--- config.mk ---
export PLATFORM = sky130hd
export DESIGN_NAME = flptw_useq
export DESIGN_NICKNAME = d
export VERILOG_FILES = /design/src/hw/rtl/flptw_pkg.sv /design/src/hw/rtl/flptw_useq.sv
export SDC_FILE = /design/constraint.sdc
export NUM_CORES = 1
export LEC_CHECK = 0
export ABC_AREA = 1
export BUFFER_PORTS_ARGS = -buffer_cell sky130_fd_sc_hd__buf_4
export CAP_MARGIN = 20
export CORE_MARGIN = 3
export CORE_UTILIZATION = 25
export DETAILED_ROUTE_END_ITERATION = 12
export PLACE_DENSITY = 0.52
export SYNTH_ARGS = -nofsm -noshare
export SYNTH_HDL_FRONTEND = slang
export SYNTH_SLANG_ARGS = --single-unit
--- constraint.sdc ---
create_clock -name clk_i -period 3.6 [get_ports clk_i]
set_input_delay 0 -clock clk_i [delete_from_list [all_inputs] [get_ports clk_i]]
set_output_delay 0 -clock clk_i [all_outputs]
set_load 0.1 [all_outputs]
--- src/hw/rtl/flptw_pkg.sv ---
// Shared types, constants and the microcode ROM of the page table walker.
package flptw_pkg;

  localparam int unsigned TABLE_ENTRIES = 512;
  localparam int unsigned IDX_W         = 9;
  localparam int unsigned PAGE_W        = 12;
  localparam int unsigned VA_W          = 48;
  localparam int unsigned PA_W          = 52;
  localparam int unsigned PTR_W         = PA_W - PAGE_W;
  localparam int unsigned ENTRY_W       = 64;
  localparam int unsigned FLAGS_W       = 12;
  localparam int unsigned ROOT_W        = 6;
  localparam int unsigned FREE_W        = 7;
  localparam int unsigned CFG_IDX_W     = 1;
  localparam int unsigned CFG_DATA_W    = 7;

  localparam logic [ENTRY_W-1:0] LINK_FLAGS = 64'h3;
  localparam logic [1:0]         LVL_LEAF   = 2'd3;
  localparam logic               REQ_MAP    = 1'b1;

  typedef enum logic [CFG_IDX_W-1:0] {
    REG_ROOT_FRAME = 1'd0,
    REG_FIRST_FREE = 1'd1
  } cfg_reg_e;

  typedef enum logic [1:0] {
    ST_OK       = 2'd0,
    ST_UNMAPPED = 2'd1,
    ST_NOFRAME  = 2'd2,
    ST_OUTSIDE  = 2'd3
  } status_e;

  typedef enum logic [4:0] {
    S_RCLR   = 5'd0,
    S_IDLE   = 5'd1,
    S_CHK    = 5'd2,
    S_EVAL   = 5'd3,
    S_FOLLOW = 5'd4,
    S_NEXT   = 5'd5,
    S_LEAF   = 5'd6,
    S_LEAFWR = 5'd7,
    S_MISS   = 5'd8,
    S_ALLOC  = 5'd9,
    S_GRAB   = 5'd10,
    S_CLR    = 5'd11,
    S_LINK   = 5'd12,
    S_OUT    = 5'd13,
    S_UNMAP  = 5'd14,
    S_NOFRM  = 5'd15,
    S_TOK    = 5'd16,
    S_MOK    = 5'd17,
    S_DONE   = 5'd18,
    S_HOLD   = 5'd19
  } step_e;

  typedef enum logic [3:0] {
    C_NEVER    = 4'd0,
    C_ALWAYS   = 4'd1,
    C_CLR_MORE = 4'd2,
    C_NO_REQ   = 4'd3,
    C_OOB      = 4'd4,
    C_ABSENT   = 4'd5,
    C_LVL_LAST = 4'd6,
    C_NOT_LEAF = 4'd7,
    C_XLATE    = 4'd8,
    C_NO_FRAME = 4'd9,
    C_OUT_FREE = 4'd10
  } cond_e;

  typedef enum logic {
    A_WALK  = 1'b0,
    A_CLEAR = 1'b1
  } asel_e;

  typedef enum logic [1:0] {
    W_ZERO = 2'd0,
    W_LINK = 2'd1,
    W_LEAF = 2'd2
  } wsel_e;

  typedef struct packed {
    logic                req_type;
    logic [VA_W-1:0]     virt_addr;
    logic [PA_W-1:0]     map_addr;
    logic [FLAGS_W-1:0]  leaf_flags;
  } flptw_req_t;

  typedef struct packed {
    logic [PA_W-1:0] phys_result;
    logic [1:0]      status;
  } flptw_rsp_t;

  // One control word of the microprogram.
  typedef struct packed {
    cond_e   cond;
    step_e   target;
    logic    mem_rd;
    logic    mem_wr;
    asel_e   asel;
    wsel_e   wsel;
    logic    clr_inc;
    logic    ld_req;
    logic    ld_frame;
    logic    lvl_inc;
    logic    alloc;
    logic    ld_link;
    logic    set_st;
    logic    res_zero;
    status_e st;
    logic    emit;
  } ucode_t;

  // Datapath conditions sampled by the sequencer.
  typedef struct packed {
    logic req_valid;
    logic clr_last;
    logic oob;
    logic absent;
    logic lvl_last;
    logic map_leaf;
    logic is_map;
    logic no_frame;
    logic out_free;
  } flags_t;

  function automatic ucode_t ucode_rom(step_e s);
    ucode_t u;
    u = '0;
    unique case (s)
      S_RCLR: begin
        u.mem_wr = 1'b1; u.asel = A_CLEAR; u.wsel = W_ZERO; u.clr_inc = 1'b1;
        u.cond = C_CLR_MORE; u.target = S_RCLR;
      end
      S_IDLE: begin
        u.ld_req = 1'b1; u.cond = C_NO_REQ; u.target = S_IDLE;
      end
      S_CHK: begin
        u.mem_rd = 1'b1; u.asel = A_WALK; u.cond = C_OOB; u.target = S_OUT;
      end
      S_EVAL: begin
        u.cond = C_ABSENT; u.target = S_MISS;
      end
      S_FOLLOW: begin
        u.ld_frame = 1'b1; u.lvl_inc = 1'b1; u.cond = C_LVL_LAST; u.target = S_TOK;
      end
      S_NEXT: begin
        u.cond = C_NOT_LEAF; u.target = S_CHK;
      end
      S_LEAF: begin
        u.cond = C_OOB; u.target = S_OUT;
      end
      S_LEAFWR: begin
        u.mem_wr = 1'b1; u.asel = A_WALK; u.wsel = W_LEAF;
        u.cond = C_ALWAYS; u.target = S_MOK;
      end
      S_MISS: begin
        u.cond = C_XLATE; u.target = S_UNMAP;
      end
      S_ALLOC: begin
        u.cond = C_NO_FRAME; u.target = S_NOFRM;
      end
      S_GRAB: begin
        u.alloc = 1'b1;
      end
      S_CLR: begin
        u.mem_wr = 1'b1; u.asel = A_CLEAR; u.wsel = W_ZERO; u.clr_inc = 1'b1;
        u.cond = C_CLR_MORE; u.target = S_CLR;
      end
      S_LINK: begin
        u.mem_wr = 1'b1; u.asel = A_WALK; u.wsel = W_LINK;
        u.ld_link = 1'b1; u.lvl_inc = 1'b1;
        u.cond = C_ALWAYS; u.target = S_NEXT;
      end
      S_OUT: begin
        u.set_st = 1'b1; u.res_zero = 1'b1; u.st = ST_OUTSIDE;
        u.cond = C_ALWAYS; u.target = S_DONE;
      end
      S_UNMAP: begin
        u.set_st = 1'b1; u.res_zero = 1'b1; u.st = ST_UNMAPPED;
        u.cond = C_ALWAYS; u.target = S_DONE;
      end
      S_NOFRM: begin
        u.set_st = 1'b1; u.res_zero = 1'b1; u.st = ST_NOFRAME;
        u.cond = C_ALWAYS; u.target = S_DONE;
      end
      S_TOK: begin
        u.set_st = 1'b1; u.st = ST_OK;
        u.cond = C_ALWAYS; u.target = S_DONE;
      end
      S_MOK: begin
        // falls through into S_DONE
        u.set_st = 1'b1; u.res_zero = 1'b1; u.st = ST_OK;
      end
      S_DONE: begin
        u.emit = 1'b1; u.cond = C_OUT_FREE; u.target = S_IDLE;
      end
      S_HOLD: begin
        u.cond = C_ALWAYS; u.target = S_DONE;
      end
      default: begin
        u.cond = C_ALWAYS; u.target = S_IDLE;
      end
    endcase
    return u;
  endfunction

endpackage

--- src/hw/rtl/flptw_useq.sv ---
// Microcode sequencer: step counter, control ROM and conditional jumps.
module flptw_useq import flptw_pkg::*; (
  input  logic   clk_i,
  input  logic   rst_ni,
  input  flags_t flags_i,
  output ucode_t uc_o
);

  step_e  upc_q, upc_d;
  ucode_t uc;
  logic   taken;

  always_ff @(posedge clk_i or negedge rst_ni) begin
    if (!rst_ni) begin
      upc_q <= S_RCLR;
    end else begin
      upc_q <= upc_d;
    end
  end

  always_comb begin
    uc = ucode_rom(upc_q);
    unique case (uc.cond)
      C_NEVER:    taken = 1'b0;
      C_ALWAYS:   taken = 1'b1;
      C_CLR_MORE: taken = !flags_i.clr_last;
      C_NO_REQ:   taken = !flags_i.req_valid;
      C_OOB:      taken = flags_i.oob;
      C_ABSENT:   taken = flags_i.absent;
      C_LVL_LAST: taken = flags_i.lvl_last;
      C_NOT_LEAF: taken = !flags_i.map_leaf;
      C_XLATE:    taken = !flags_i.is_map;
      C_NO_FRAME: taken = flags_i.no_frame;
      C_OUT_FREE: taken = flags_i.out_free;
      default:    taken = 1'b0;
    endcase
    upc_d = taken ? uc.target : step_e'(upc_q + 5'd1);
  end

  assign uc_o = uc;

endmodule

==> impl_metrics.json <==
{
  "status": "finished clean",
  "critPathLaunchType": "register",
  "crit_arrival_ns": 2.61,
  "wl_met1_um": 1270,
  "crit_required_ns": 3.71,
  "grt_pass1_vias": 1021,
  "viasPerCell": 4.31,
  "insertion_delay_ns": 0.22,
  "cts.sink_count": 5,
  "synth-seq-area-share": 0.129,
  "ant_nets": 0,
  "synth_area_um2": 970,
  "grt_pass1_wl_um": 4460,
  "overflow": 0,
  "finalSetupTns_ns": 0,
  "htree_num_levels": 1,
  "place_hpwl_um": 2350,
  "yosysWarningCount": 0,
  "nNetsFinal": 211,
  "grt_setup_unrepaired": "no",
  "ff_latch_area_um2": 125,
  "post-cts-setup-buffers": 0,
  "clk_pin_slew_ns": 0.04,
  "syn_to_final_growth_pct": 35.5,
  "numCtsBuffers": 3,
  "io_pins": 36,
  "start_util": 0.263,
  "worstMarginPinSlew_ns": 0.439,
  "antenna_cells": 0,
  "path_max_fanout": 6,
  "reg_top3": "upc_q: 5 flops",
  "cts_hold_buffers": 1,
  "cap_violations": 0,
  "endpoint_kind": "register",
  "ys_ff_latch": 5,
  "syn_inst": 158,
  "reg2reg_slack_ns": 1.09,
  "wire_per_inst_um": 11.2,
  "die_x_um": 68.3,
  "gp_congestion": 0.838,
  "period_needed_ns": 2.51,
  "dr_wl_met3_um": 103,
  "rows": 22,
  "core_um2": 3690,
  "cts_root_buf": "clkbuf_8",
  "dr.pass1.iters": 4,
  "crit_type": "register to register",
  "multi_input_area_um2": 703,
  "drc": 0,
  "die_area_um2": 4660,
  "die_h_um": 68.3,
  "wirelength_um": 2720,
  "largest_register": "upc_q",
  "filler_cell_count": 432,
  "setup_violations": 0,
  "final_cell_mix": "nand2_1 (35), buf_4 (35), inv_1 (24), nor2_1 (17), nand3_1 (16)",
  "grt_start_max_net_pins": 11,
  "drtIter0Drc": 42,
  "drive_gt1_frac": 0.387,
  "skew_ns": 0.000894,
  "cts_buffer_depth": 2,
  "finalCritPeriodShare": 0.696,
  "ys_types": 25,
  "synth_area_per_cell_um2": 6.14,
  "largest_reg_flops": 5,
  "top_layer": "met4",
  "dr_wl_met2_um": 1330,
  "port_buffers": 35,
  "slew_headroom": 0.707,
  "antenna_found_initial": 0,
  "vias": 1042,
  "grt_usage": 0.126,
  "cts.repair.resized": 0,
  "tritoncts": "built",
  "hp-class": "input port to async pin",
  "hold_viol_final": 0,
  "fmax_ghz": 0.399,
  "syn-num-nets": 174,
  "drv_slew": 0
}
-- final timing paths --
path | startpoint | cells after the start | end
max | upc_q[1] | 18 | upc_q[2]
min | rst_ni | 2 | upc_q[0]
max reg2reg | upc_q[1] | 18 | upc_q[2]
min reg2reg | upc_q[0] | 3 | upc_q[0]
max in group asynchronous | rst_ni | 2 | upc_q[4]
min in group clk_i | flags_i[1] | 6 | upc_q[3]
-- metrics by stage --
step,utilization,hold slack (ns),cells,worst slack [ns],instance area (µm²)
final,0.356,0.117,242,1.09,1310
after floorplan,-,-0.296,158,0.0400,970
after global placement,0.341,-0.196,237,1.16,1260
after detailed placement,0.341,-0.197,237,1.13,1260
after global routing,0.356,0.148,242,0.878,1310
after CTS,0.356,0.125,242,1.12,1310
-- critical path, stage by stage, from the launching register on --
cell	delay, ns
dfrtp_1	0.41
ha_1	0.25
inv_1	0.13
nor2_1	0.07
ha_1	0.17
inv_1	0.09
nand2_1	0.09
nor2_4	0.16
nand2_2	0.08
nor2_2	0.17
inv_2	0.06
nor2_2	0.15
nor2_2	0.06
nand2_2	0.06
nand2_2	0.08
nor2_8	0.16
nand2_4	0.08
nand2_1	0.08
nand2_1	0.06
-- Yosys cell counts --
cell type	instances	area (µm²)
nand2_1	35	131
inv_1	24	90.1
nor2_1	17	63.8
nand3_1	16	80.1
nand2_2	13	81.3
nor2_2	8	50.1
dfrtp_1	5	125
ha_1	5	62.6
nor2_4	5	56.3
nand4_1	4	25.0
buf_4	3	22.5
inv_2	3	11.3
nand2_4	3	33.8
o21ai_0	3	15.0
nand3_2	2	20.0
nor3_1	2	10.0
xor2_1	2	17.5
a21oi_1	1	5.00
a2bb2oi_1	1	8.76
buf_6	1	11.3
inv_4	1	6.26
nand3b_1	1	7.51
nor2_8	1	20.0
o21ai_2	1	8.76
o22ai_1	1	6.26
-- final cells by class --
class | count | share of cell area
Clock buffer | 4 | 0.0343
Inverter | 28 | 0.0819
Multi-Input combinational cell | 121 | 0.535
Sequential cell | 5 | 0.0952
Tap cell | 48 | 0.0457
Timing Repair Buffer | 36 | 0.208
-- logic make-up (layout without fill, tap and decap cells) --
family          Yosys count  after routing  share of synthesized area
fa+ha+maj                 5              5                     0.0645
flops                     5              5                      0.129
simple gates            107            107                      0.597
xor+xnor                  2              2                     0.0181
compound gates            7              7                     0.0452
buf+inv                  32             68                      0.146
-- layer usage --
metal / global-route usage / up-vias
met5: 0 / -
met4: 0.0521 / 0
met3: 0.00493 / 2
met2: 0.218 / 22
met1: 0.162 / 461
li1: - / 557
Power is left out: the tool's default activity adds up to more than one toggle a clock period on the data nets, which glitch-free logic cannot reach.
